===== src/rtl/core/uer_pkg.sv =====
package uer_pkg;

  localparam int NUM_SENSORS = 4;
  localparam int SLOT_W = (NUM_SENSORS > 1) ? $clog2(NUM_SENSORS) : 1;

  localparam logic [15:0] MEASURE_PERIOD_RST = 16'd60;
  localparam logic [15:0] ECHO_TIMEOUT_RST   = 16'd30;
  localparam logic [15:0] TRIGGER_PULSE_RST  = 16'd10;
  localparam logic        TIMER_READY_RST    = 1'b1;

  // Reciprocal of 29 scaled by 2^24, rounded up; exact for 19-bit dividends.
  localparam logic [19:0] RECIP29 = 20'd578525;
  localparam int          RECIP_SHIFT = 24;
  localparam logic [19:0] ROUND_BIAS = 20'd29;

  typedef enum logic [1:0] {
    CMD_POLL     = 2'd0,
    CMD_CAPTURE  = 2'd1,
    CMD_TRIG_END = 2'd2
  } cmd_t;

  typedef enum logic [1:0] {
    REG_MEASURE_PERIOD = 2'd0,
    REG_ECHO_TIMEOUT   = 2'd1,
    REG_TRIGGER_PULSE  = 2'd2,
    REG_TIMER_READY    = 2'd3
  } reg_idx_t;

  typedef enum logic [4:0] {
    PH_IDLE      = 5'b00001,
    PH_WAIT_RISE = 5'b00010,
    PH_WAIT_FALL = 5'b00100,
    PH_READY     = 5'b01000,
    PH_ERROR     = 5'b10000
  } phase_t;

  typedef struct packed {
    logic [1:0]  command;
    logic [31:0] now_ms;
    logic        monitor_enable;
    logic [1:0]  capture_channel;
    logic [15:0] capture_value;
  } in_item_t;

  typedef struct packed {
    logic        result_ready;
    logic [1:0]  result_sensor;
    logic [13:0] distance_mm;
    logic        result_valid;
    logic        started;
    logic [1:0]  started_sensor;
    logic        trigger_level;
  } out_item_t;

  typedef struct packed {
    logic [15:0] measure_period_ms;
    logic [15:0] echo_timeout_ms;
    logic [15:0] trigger_pulse_us;
    logic        timer_ready;
  } cfg_t;

  // Sensor index as carried in the 2-bit result fields.
  function automatic logic [1:0] sensor_field(input logic [SLOT_W-1:0] slot);
    logic [SLOT_W+1:0] wide;
    wide = {2'b00, slot};
    return wide[1:0];
  endfunction

  // Rounded width to millimeters: (w*10 + 29) / 58, done as a halving
  // followed by a multiply with the reciprocal of 29.
  function automatic logic [13:0] width_to_mm(input logic [15:0] w);
    logic [19:0] x;
    logic [18:0] y;
    logic [38:0] p;
    logic [14:0] q;
    x = {1'b0, w, 3'b000} + {3'b000, w, 1'b0} + ROUND_BIAS;
    y = x[19:1];
    p = y * RECIP29;
    q = p[38:RECIP_SHIFT];
    return q[13:0];
  endfunction

endpackage


===== src/rtl/core/uer_cfg_regs.sv =====
module uer_cfg_regs (
  input  logic                clk,
  input  logic                rst_n,
  input  logic                cfg_valid,
  output logic                cfg_ready,
  input  logic [1:0]          cfg_index,
  input  logic [15:0]         cfg_data,
  output uer_pkg::cfg_t       cfg
);

  uer_pkg::cfg_t cfg_r;
  uer_pkg::cfg_t cfg_nxt;

  assign cfg_ready = 1'b1;
  assign cfg = cfg_r;

  always_comb begin
    cfg_nxt = cfg_r;
    if (cfg_valid) begin
      unique case (uer_pkg::reg_idx_t'(cfg_index))
        uer_pkg::REG_MEASURE_PERIOD: cfg_nxt.measure_period_ms = cfg_data;
        uer_pkg::REG_ECHO_TIMEOUT:   cfg_nxt.echo_timeout_ms = cfg_data;
        uer_pkg::REG_TRIGGER_PULSE:  cfg_nxt.trigger_pulse_us = cfg_data;
        uer_pkg::REG_TIMER_READY:    cfg_nxt.timer_ready = cfg_data[0];
        default:                     cfg_nxt = cfg_r;
      endcase
    end
  end

  always_ff @(posedge clk) begin
    if (!rst_n) begin
      cfg_r.measure_period_ms <= uer_pkg::MEASURE_PERIOD_RST;
      cfg_r.echo_timeout_ms   <= uer_pkg::ECHO_TIMEOUT_RST;
      cfg_r.trigger_pulse_us  <= uer_pkg::TRIGGER_PULSE_RST;
      cfg_r.timer_ready       <= uer_pkg::TIMER_READY_RST;
    end else begin
      cfg_r <= cfg_nxt;
    end
  end

endmodule


===== src/rtl/core/uer_range_core.sv =====
module uer_range_core (
  input  logic                 clk,
  input  logic                 rst_n,
  input  logic                 step,
  input  uer_pkg::in_item_t    item,
  input  uer_pkg::cfg_t        cfg,
  output uer_pkg::out_item_t   result
);

  uer_pkg::phase_t             phase_r, phase_nxt;
  logic [uer_pkg::SLOT_W-1:0]  active_r, active_nxt;
  logic [uer_pkg::SLOT_W-1:0]  slot_r, slot_nxt;
  logic [31:0]                 start_r, start_nxt;
  logic [31:0]                 last_launch_r, last_launch_nxt;
  logic                        due_now_r, due_now_nxt;
  logic [15:0]                 rising_r, rising_nxt;
  logic [15:0]                 width_r, width_nxt;
  logic                        trig_r, trig_nxt;

  logic [31:0] since_start;
  logic [31:0] since_launch;
  logic        timed_out;
  logic        period_done;
  logic        on_channel;
  logic [15:0] plain_width;
  logic [13:0] mm;

  assign since_start  = item.now_ms - start_r;
  assign since_launch = item.now_ms - last_launch_r;
  assign timed_out    = since_start >= {16'd0, cfg.echo_timeout_ms};
  assign period_done  = since_launch >= {16'd0, cfg.measure_period_ms};
  assign on_channel   = item.capture_channel == uer_pkg::sensor_field(active_r);
  assign plain_width  = item.capture_value - rising_r;
  assign mm           = uer_pkg::width_to_mm(width_r);

  always_comb begin
    phase_nxt       = phase_r;
    active_nxt      = active_r;
    slot_nxt        = slot_r;
    start_nxt       = start_r;
    last_launch_nxt = last_launch_r;
    due_now_nxt     = due_now_r;
    rising_nxt      = rising_r;
    width_nxt       = width_r;
    trig_nxt        = trig_r;
    result          = '0;

    unique case (uer_pkg::cmd_t'(item.command))
      uer_pkg::CMD_POLL: begin
        if (!item.monitor_enable) begin
          if (phase_r != uer_pkg::PH_IDLE) begin
            trig_nxt  = 1'b0;
            phase_nxt = uer_pkg::PH_IDLE;
          end
          last_launch_nxt = item.now_ms;
          due_now_nxt     = 1'b0;
        end else begin
          if ((phase_r == uer_pkg::PH_WAIT_RISE || phase_r == uer_pkg::PH_WAIT_FALL) &&
              timed_out) begin
            trig_nxt  = 1'b0;
            phase_nxt = uer_pkg::PH_ERROR;
          end
          if (phase_nxt == uer_pkg::PH_READY || phase_nxt == uer_pkg::PH_ERROR) begin
            result.result_ready  = 1'b1;
            result.result_sensor = uer_pkg::sensor_field(active_r);
            if (phase_nxt == uer_pkg::PH_READY) begin
              result.distance_mm  = mm;
              result.result_valid = 1'b1;
            end
            phase_nxt = uer_pkg::PH_IDLE;
            if (slot_r == uer_pkg::SLOT_W'(uer_pkg::NUM_SENSORS - 1)) begin
              slot_nxt = '0;
            end else begin
              slot_nxt = slot_r + 1'b1;
            end
          end
          // The launch sees the slot already advanced by a hand-back above.
          if (cfg.timer_ready && phase_nxt == uer_pkg::PH_IDLE &&
              (due_now_r || period_done)) begin
            last_launch_nxt       = item.now_ms;
            due_now_nxt           = 1'b0;
            active_nxt            = slot_nxt;
            start_nxt             = item.now_ms;
            rising_nxt            = '0;
            width_nxt             = '0;
            phase_nxt             = uer_pkg::PH_WAIT_RISE;
            trig_nxt              = 1'b1;
            result.started        = 1'b1;
            result.started_sensor = uer_pkg::sensor_field(slot_nxt);
          end
        end
      end
      uer_pkg::CMD_CAPTURE: begin
        if (on_channel) begin
          if (phase_r == uer_pkg::PH_WAIT_RISE) begin
            rising_nxt = item.capture_value;
            phase_nxt  = uer_pkg::PH_WAIT_FALL;
          end else if (phase_r == uer_pkg::PH_WAIT_FALL) begin
            // On wrap with the trigger high the timer reloads at the pulse
            // length, which modulo 2^16 is just that register added in.
            if (item.capture_value < rising_r && trig_r) begin
              width_nxt = plain_width + cfg.trigger_pulse_us;
            end else begin
              width_nxt = plain_width;
            end
            phase_nxt = uer_pkg::PH_READY;
          end
        end
      end
      uer_pkg::CMD_TRIG_END: begin
        trig_nxt = 1'b0;
      end
      default: begin
        trig_nxt = trig_r;
      end
    endcase

    result.trigger_level = trig_nxt;
  end

  always_ff @(posedge clk) begin
    if (!rst_n) begin
      phase_r       <= uer_pkg::PH_IDLE;
      active_r      <= '0;
      slot_r        <= '0;
      start_r       <= '0;
      last_launch_r <= '0;
      due_now_r     <= 1'b1;
      rising_r      <= '0;
      width_r       <= '0;
      trig_r        <= 1'b0;
    end else if (step) begin
      phase_r       <= phase_nxt;
      active_r      <= active_nxt;
      slot_r        <= slot_nxt;
      start_r       <= start_nxt;
      last_launch_r <= last_launch_nxt;
      due_now_r     <= due_now_nxt;
      rising_r      <= rising_nxt;
      width_r       <= width_nxt;
      trig_r        <= trig_nxt;
    end
  end

endmodule


===== src/rtl/core/ultrasonic_echo_ranging_scheduler.sv =====
// A beat accepted into the input register passes into the output register,
// out_data, as soon as that is free. Throughput: one beat per cycle while
// out_data is not stalled; while a finished result waits in the output
// register the input register takes one more beat, and then both are full.
// Reset (rst_n, synchronous, active low) empties both registers, returns the
// ranging state to idle with the first launch due at once, and loads the
// configuration registers with their default values.
module ultrasonic_echo_ranging_scheduler (
  input  logic                clk,
  input  logic                rst_n,
  input  logic                in_valid,
  output logic                in_ready,
  input  uer_pkg::in_item_t   in_data,
  output logic                out_valid,
  input  logic                out_ready,
  output uer_pkg::out_item_t  out_data,
  input  logic                cfg_valid,
  output logic                cfg_ready,
  input  logic [1:0]          cfg_index,
  input  logic [15:0]         cfg_data
);

  uer_pkg::cfg_t      cfg;
  uer_pkg::in_item_t  item_r;
  logic               item_valid_r;
  uer_pkg::out_item_t result;
  uer_pkg::out_item_t out_data_r;
  logic               out_valid_r;
  logic               out_free;
  logic               step;

  assign out_free  = !out_valid_r || out_ready;
  assign step      = item_valid_r && out_free;
  assign in_ready  = !item_valid_r || out_free;
  assign out_valid = out_valid_r;
  assign out_data  = out_data_r;

  uer_cfg_regs u_cfg (
    .clk       (clk),
    .rst_n     (rst_n),
    .cfg_valid (cfg_valid),
    .cfg_ready (cfg_ready),
    .cfg_index (cfg_index),
    .cfg_data  (cfg_data),
    .cfg       (cfg)
  );

  uer_range_core u_core (
    .clk    (clk),
    .rst_n  (rst_n),
    .step   (step),
    .item   (item_r),
    .cfg    (cfg),
    .result (result)
  );

  always_ff @(posedge clk) begin
    if (!rst_n) begin
      item_valid_r <= 1'b0;
      out_valid_r  <= 1'b0;
    end else begin
      if (in_ready) begin
        item_valid_r <= in_valid;
      end
      if (out_free) begin
        out_valid_r <= item_valid_r;
      end
    end
  end

  always_ff @(posedge clk) begin
    if (in_valid && in_ready) begin
      item_r <= in_data;
    end
    if (step) begin
      out_data_r <= result;
    end
  end

endmodule


===== config.mk =====
export PLATFORM = sky130hd
export DESIGN_NAME = ultrasonic_echo_ranging_scheduler
export DESIGN_NICKNAME = d
export VERILOG_FILES = /design/src/rtl/core/uer_pkg.sv /design/src/rtl/core/uer_cfg_regs.sv /design/src/rtl/core/uer_range_core.sv /design/src/rtl/core/ultrasonic_echo_ranging_scheduler.sv
export SDC_FILE = /design/constraint.sdc
export NUM_CORES = 1
export LEC_CHECK = 0
export BUFFER_PORTS_ARGS = -buffer_cell sky130_fd_sc_hd__buf_2
export CAP_MARGIN = 25
export CORE_AREA = 8 8 200 202
export CTS_CLUSTER_SIZE = 30
export DETAILED_ROUTE_END_ITERATION = 7
export DIE_AREA = 0 0 208 210
export GPL_ROUTABILITY_DRIVEN = 0
export PLACE_DENSITY_LB_ADDON = 0.25
export SETUP_SLACK_MARGIN = 0.05
export SLEW_MARGIN = 20
export SYNTH_ARGS = -nofsm -noshare
export SYNTH_HDL_FRONTEND = slang
export SYNTH_SLANG_ARGS = --single-unit

===== constraint.sdc =====
create_clock -name clk -period 11.6 [get_ports clk]
set_input_delay 1.16 -clock clk [delete_from_list [all_inputs] [get_ports clk]]
set_output_delay 1.16 -clock clk [all_outputs]
set_load 0.005 [all_outputs]

Word-level counts from Yosys, hierarchy flattened
Cells that the tools add are included.
- multiply operators: 1
- multiplexer cells: 37
- eq/ne operators: 22
- $add $sub $neg: 7
- $lt $le $gt $ge: 3
- reductions and logical operators: 30
- operators by type and width (cell ; count):
    16-bit two-way mux ; 8
    32-bit by 16-bit >= comparator with 1-bit output ; 2
    32-bit two-way mux ; 2
    16-bit case mux with 2 select lines ; 2
    32-bit subtractor ; 2
    5-bit two-way mux ; 12
    19-bit by 20-bit multiplier with 38-bit output (second input constant) ; 1
    19-bit by 17-bit adder with 20-bit output ; 1
    20-bit by 5-bit adder with 20-bit output (second input constant) ; 1
    18-bit two-way mux ; 1
    16-bit adder ; 1
    16-bit less-than comparator ; 1
    16-bit subtractor ; 1
    15-bit two-way mux ; 1
    3-bit AND reduction ; 4
    2-bit by 1-bit inequality test with 1-bit output (second input constant) ; 5
    5-bit case mux with 2 select lines ; 1
    2-bit AND reduction ; 5
    2-bit equality test (second input constant) ; 4
    4-bit AND reduction ; 2
    7-bit AND reduction ; 1
    1-bit logical AND ; 6
    1-bit two-way mux ; 6
    6-bit AND reduction ; 1
    20 further kinds ; 29
- bits of input ports: 76
- bits in registers: 233
- output and inout bits: 25
- logic and storage cells: 127

Longest topological paths before layout
Gate-level depths: netlist of the first run.
- depth in word-level cells: 17
- depth in mapped cells: 40
- depth with buffers taken out: 40

Hierarchy
A second synthesis of the first run with hierarchy kept.
- cells, all modules: 2519
- area total of the unflattened synthesis: 22514.1 µm²
- modules (own cells, without submodules) (module ; area each (µm²) ; times used ; sequential area each (µm²) ; cells an instance):
    uer_range_core ; 18217.5 ; 1 ; 2142.1 ; 2248
    ultrasonic_echo_ranging_scheduler ; 2356.0 ; 1 ; 2292.2 ; 84
    uer_cfg_regs ; 1940.6 ; 1 ; 980.9 ; 187

Worst setup path after synthesis of the first run
OpenSTA, ideal clock, no wires.
- kind: reg-to-reg
- start point: reg u_core.width_r[1]
- end point: reg out_data_r, in the netlist out_data[18], data pin
- slack: 2.531 ns
- period minus slack after synthesis: 9.069 ns
- data arrival time: 8.803 ns
- required time: 11.334 ns
- stages on the path, launching flop included: 40
- setup time: 0.266 ns
- buffers on the path: 1
- path through: dfxtp_1 > clkbuf_1 > inv_1 > ha_1 > inv_1 > ha_1 > a21o_1 > a21oi_1 > o21bai_1 > a21oi_1 > o21bai_1 > a21oi_1 > o2111ai_1 > o2111ai_1 > nor2b_1 > o21bai_1 > a21oi_1 > xnor2_1 > [4 not listed] > fa_1 > fa_1 > fa_1 > inv_1 > fa_1 > inv_1 > ha_1 > nand4_1 > nor2_1 > o21ai_0 > nor3_1 > o41ai_1 > o21bai_1 > a21oi_1 > o31ai_1 > a31oi_1 > xnor2_1 > nor2_1
- cells in the longest elaborated chain, start to end: 3
- ends and longest elaborated chain (item ; line ; source):
    start, declared ; uer_range_core.sv:17 ; logic [15:0] width_r, width_nxt;
    start signal, assigned ; uer_range_core.sv:140 ; width_r <= width_nxt;
    19-bit by 17-bit adder with 20-bit output ; uer_pkg.sv:76 ; x = {1'b0, w, 3'b000} + {3'b000, w, 1'b0} + ROUND_BIAS;
    20-bit by 5-bit adder with 20-bit output ; uer_pkg.sv:76 ;
    19-bit by 20-bit multiplier with 38-bit output ; uer_pkg.sv:78 ; p = y * RECIP29;
    end signal, assigned ; ultrasonic_echo_ranging_scheduler.sv:76 ; out_data_r <= result;
    end, declared ; ultrasonic_echo_ranging_scheduler.sv:27 ; uer_pkg::out_item_t out_data_r;
No other way between the ends.
A chain may end at the register's enable or synchronous reset.

Worst setup path after layout of the first run
- start point: reg u_core.width_r[0]
- end point: reg out_data_r, in the netlist out_data[17], data pin
The elaborated chain is that of the path after synthesis.

==> results.cfg, run 1 <==
[setup_path]
end_kind = flip-flop
arrival_ns = 10.38
cpMaxStageDelayCell = dfxtp_1
required_ns = 11.88
cpPeakStageDelay_ns = 0.66
cp_max_fo = 10
worstSetupStartpointType = flip-flop
crit_type = reg2reg

[power_and_ir_drop]
combPwrFrac_pct = 18.6
power_mw = 2.11
swShare_pct = 28.7
p_leak_nw = 11.3
clockPowerShare_pct = 39.3
ir_drop_uv = 112
p_int_mw = 1.51
p_switching_uw = 607
p_per_area_nw_per_um2 = 87.9
p_seq_share_pct = 42.1

[drt]
routed_wl_um = 55300
drtIter0Drc = 1127
ant_nets = 0
dr.pass1.iters = 5
routed_via_density = 5.85
route.detailed.drc = 0
num_vias = 18400
wire_per_inst_um = 17.6

[clock_network]
post_cts_buffers = 0
clk_pin_slew_ns = 0.06
htreeDepth = 1
cts_root_buf = clkbuf_16
numCtsBuffers = 26
clock_latency_ns = 0.56
tritoncts = yes
numClockSinks = 233
cts_resized = 0
hold_buffers = 0
cts_buffer_depth = 3

[sta]
finClkSkew_ns = 0.0291
hold_viol_final = 0
slew_headroom_pct = 34.3
tns_ns = 0
setup_viol = 0
max_freq_mhz = 99.0
worstMarginPinSlew_ns = 0.986
min_period_over_period_pct = 87.1
drv_slew = 0
fin_crit_ns = 10.10
rsz0062_at_grt = no

[floorplan]
dieArea_um2 = 43700
io_pins = 101
die_y_um = 210
initial_utilization_pct = 60.6
core_um2 = 37000
die_w_um = 208
rows = 71

[synth]
netlist_instances = 2586
yosysSeqAreaShare_pct = 24.2
netlist.area_leader.share_pct = 17.5
syn_area_per_cell_um2 = 8.66
synth_flop_cell = dfxtp_1
yosys.area.top_type = ha_1
synth_edf_count = 75
ys.warnings.count = 0
synth.distinct_cells = 89
synthArstFlopShare_pct = 0
synth_top_cells_by_count = inv_1 (443), ha_1 (314), nand2_1 (253)
synth_nets = 3118
yosys.cell_count.top_type = inv_1
yosys-top-cells-area = ha_1 (18%), dfxtp_1 (14%), fa_1 (13%), edfxtp_1 (10%), inv_1 (7.4%)
synth_area_um2 = 22400
ys_ff_latch = 233

[cells_and_area]
stdcell_count = 3139
antenna_cells = 0
syn_to_final_growth_pct = 7.34
final_nets = 3177
drive_gt1_share_pct = 7.77

[status]
status = completed

[grt]
grt.total_usage_pct = 24.8
antenna_found_initial = 0
first_global_vias = 18700
grt_max_degree = 83
grt_pass1_wl_um = 90500
grt_overflow_total = 0

[run]
maxCapViolCount = 0

[placed_design]
port-buffer-count = 99
dp_hpwl_um = 44900
placed_cells = 3090

[hold_path]
hold_path_class = reg2reg
## flip-flops by register name, summed over array words and instances, names as in the netlist, 2 cells and up
name,flops
item_r,53
u_cfg.cfg,49
u_core.last_launch_r,32
u_core.start_r,32
out_data,22
u_core.rising_r,16
u_core.width_r,16
u_core.phase_r,5
u_core.active_r,2
u_core.slot_r,2
## per-stage QoR
stage / hold slack, ns / util (%) / worst slack, ns / cell area, µm²
floorplan: 0.432 / - / 2.53 / 22400
global placement: 0.443 / 62.7 / 1.74 / 23200
detailed placement: 0.449 / 62.8 / 1.45 / 23200
CTS: 0.458 / 65.1 / 1.46 / 24000
global route: 0.476 / 65.1 / 0.702 / 24100
finish: 0.454 / 65.1 / 1.50 / 24100
## metal layers
metal | track usage (%) | vias to the layer above | part of all wire, %
li1 | - | 8930 | -
met1 | 28.5 | 8657 | 40
met2 | 45.7 | 586 | 50
met3 | 2.33 | 186 | 4.8
met4 | 12.9 | 0 | 5.2
met5 | 0 | - | 0
## placed cells by master, fill, tap and decap left out, drive strengths merged, types with 52 or more instances in the layout
master and instances:
inv 444, ha 314, nand2 253, a21oi 161, dfxtp 158, nor2 153
fa 142, o21ai 130, buf 108, edfxtp 75, xnor2 74, nand3 73
mux2i 52
## final cells by class
class                   instances  area [µm²]
inverters                     443        1660
clock inverters                12         119
well taps                     474         593
fillers                      3073       12900
multi-input cells            1833       15000
repair buffers                108         566
clock buffers                  36         731
flip-flops and latches        233        5420
## power by group through the flow
stage,Combinational [mW],Clock [mW],Sequential [mW]
global route,0.434,0.881,0.893
floorplan,0.290,0,0.898
global placement,0.371,0,0.907
CTS,0.387,0.847,0.890
detailed placement,0.385,0,0.908
finish,0.393,0.831,0.891
## critical path: cells and delay by family, from the launching register on
| family | cells | cell delay, ns |
|---|---|---|
| DFF | 1 | 0.66 |
| and+or+nand+nor | 5 | 0.53 |
| adders and majority gates | 9 | 4.15 |
| buffers and inverters | 6 | 0.66 |
| AOI/OAI and AO/OA | 16 | 3.38 |
| xor gates and xnor gates | 2 | 0.43 |
## path summary, 6_finish.rpt
path / start / slack [ns] / depth (start not counted) / endpoint
worst max-delay path: u_core.width_r[0] / 1.50 / 38 / out_data[17]
worst min-delay path: u_core.last_launch_r[11] / 0.45 / 2 / u_core.last_launch_r[11]
worst max register to register: u_core.width_r[0] / 1.50 / 38 / out_data[17]
worst min register to register: u_core.last_launch_r[11] / 0.45 / 2 / u_core.last_launch_r[11]
## cells by family (layout without fill, tap and decap cells)
kind of cell | count (synthesis) | count (layout) | share of synthesized area (%)
and+or+nand+nor | 677 | 677 | 14.1
buffers and inverters | 520 | 599 | 9.16
DFF | 233 | 233 | 24.2
muxes | 55 | 55 | 2.47
adders and majority gates | 456 | 456 | 30.2
AOI/OAI and AO/OA | 536 | 536 | 15.6
xor gates and xnor gates | 108 | 108 | 4.22
other | 1 | 1 | 0.0167
Note: power is estimated with default switching activity, not from simulation.
==> inputs of run 2 (changes only) <==
- RECOVER_POWER: unset -> 100
==> results.cfg, run 2 (same netlist as run 1, synthesis figures left out) <==
[status]
status = finished, violations left
violations = capacitance limit, slew limit

[grt]
grt_pass1_wl_um = 90500
grt_overflow_total = 0
antenna_found_initial = 0
grt.total_usage_pct = 24.8
grt_max_degree = 83
first_global_vias = 18700

[cells_and_area]
final_nets = 3177
drive_gt1_share_pct = 6.42
largest-register = item_r
final_common_cell = inv_1
syn_to_final_growth_pct = 6.83
n_fill_cell = 3101
final_cell_mix = inv_1 (442), ha_1 (314), nand2_1 (253)
largest_reg_flops = 53
antenna_cells = 0

[placed_design]
dp_hpwl_um = 44900
port-buffer-count = 99

[power_and_ir_drop]
combPwrFrac_pct = 18.4
ir_drop_uv = 112
swShare_pct = 28.7
clockPowerShare_pct = 39.4
p_int_mw = 1.51
p_leak_nw = 11.2
power_mw = 2.11
p_switching_uw = 607
p_seq_share_pct = 42.2
p_per_area_nw_per_um2 = 88.3

[setup_path]
worstSetupStartpointType = flip-flop
rr_worst_depth = 38
cpPeakStageDelay_ns = 0.66
cpMaxStageDelayCell = fa_1
cp_max_fo = 10
worstReg2RegStart = u_core.width_r[0]
required_ns = 11.84
arrival_ns = 10.39
timing.rr.end = out_data[17]
end_kind = flip-flop
r2r_setup_slack_ns = 1.46
crit_type = reg2reg

[drt]
route.detailed.drc = 0
routed_wl_um = 55400
wire_per_inst_um = 17.6
num_vias = 18400
dr.pass1.iters = 5
ant_nets = 0
routed_via_density = 5.85
drtIter0Drc = 1089

[clock_network]
cts_buffer_depth = 3
hold_buffers = 0
cts_root_buf = clkbuf_16
htreeDepth = 1
clk_pin_slew_ns = 0.06
post_cts_buffers = 0
tritoncts = yes
cts_resized = 0
numCtsBuffers = 26
numClockSinks = 233
clock_latency_ns = 0.56

[floorplan]
rows = 71
initial_utilization_pct = 60.6
core_um2 = 37000
die_w_um = 208
die_y_um = 210
io_pins = 101
dieArea_um2 = 43700

[sta]
min_period_over_period_pct = 87.4
setup_viol = 0
tns_ns = 0
max_freq_mhz = 98.6
hold_viol_final = 0
rsz0062_at_grt = no
slew_headroom_pct = -164
drv_slew = 332
worstMarginPinSlew_ns = 3.96
finClkSkew_ns = 0.0324
fin_crit_ns = 10.14

[run]
maxCapViolCount = 8

[hold_path]
hold_start = u_cfg.cfg[41]
hold_depth = 2
holdPathEnd = u_cfg.cfg[41]
hold_path_class = reg2reg
[run 2: cell count changes in the layout (fill, tap and decap cells not counted), moves of 2 or more]
cell,delta
a31oi_4,-2
o21ai_1,-28
clkbuf_1,+27
o21ai_0,+30
buf_2,-18
o21ai_2,-2
a31oi_1,+2
buf_4,-9
[run 2: power by group through the flow]
stage                     clock, mW  combinational, mW  sequential (mW)
after detailed placement          0              0.385            0.908
after global placement            0              0.371            0.907
after CTS                     0.847              0.387            0.890
after global routing          0.881              0.430            0.894
final                         0.832              0.389            0.892
after floorplan                   0              0.290            0.898
[run 2: final cells by class]
class / count / area [µm²] / area share, %
Clock buffer: 36 / 731 / 3.05
Timing Repair Buffer: 108 / 509 / 2.13
Multi-Input combinational cell: 1833 / 14900 / 62.3
Tap cell: 474 / 593 / 2.48
Inverter: 443 / 1660 / 6.95
Sequential cell: 233 / 5420 / 22.6
Clock inverter: 12 / 119 / 0.497
[run 2: worst max-delay path: cells and delay by family, from the launching register on]
| family | cells | cell delay, ns |
|---|---|---|
| and+or+nand+nor | 5 | 0.53 |
| adders and majority gates | 9 | 4.16 |
| AOI/OAI and AO/OA | 16 | 3.39 |
| DFF | 1 | 0.65 |
| buffers and inverters | 6 | 0.65 |
| xor gates and xnor gates | 2 | 0.42 |
[run 2: stage by stage]
| step | cell area (µm²) | utilization (%) | hold WS, ns | setup WS, ns | cells |
|---|---|---|---|---|---|
| after global routing | 23900 | 64.8 | 0.477 | 0.665 | 3139 |
| after detailed placement | 23200 | 62.8 | 0.449 | 1.45 | 3090 |
| final | 23900 | 64.8 | 0.461 | 1.46 | 3139 |
| after global placement | 23200 | 62.7 | 0.443 | 1.74 | 3089 |
| after floorplan | 22400 | - | 0.432 | 2.53 | 2586 |
| after CTS | 24000 | 65.1 | 0.458 | 1.46 | 3138 |
[run 2: worst max-delay path by stage]
stage                      startpoint           end  slack, ns
finish              u_core.width_r[0]  out_data[17]       1.46
detailed placement  u_core.width_r[0]  out_data[17]       1.45
floorplan           u_core.width_r[1]  out_data[18]       2.53
CTS                 u_core.width_r[0]  out_data[17]       1.46
global route        u_core.width_r[0]  out_data[12]       0.66
global placement    u_core.width_r[0]  out_data[18]       1.74
[run 2: routing by layer]
| layer | global-route usage, % | wire length [µm] |
|---|---|---|
| met4 | 12.9 | 2910 |
| met5 | 0 | 0 |
| met3 | 2.33 | 2550 |
| met2 | 45.7 | 27800 |
| met1 | 28.5 | 22200 |
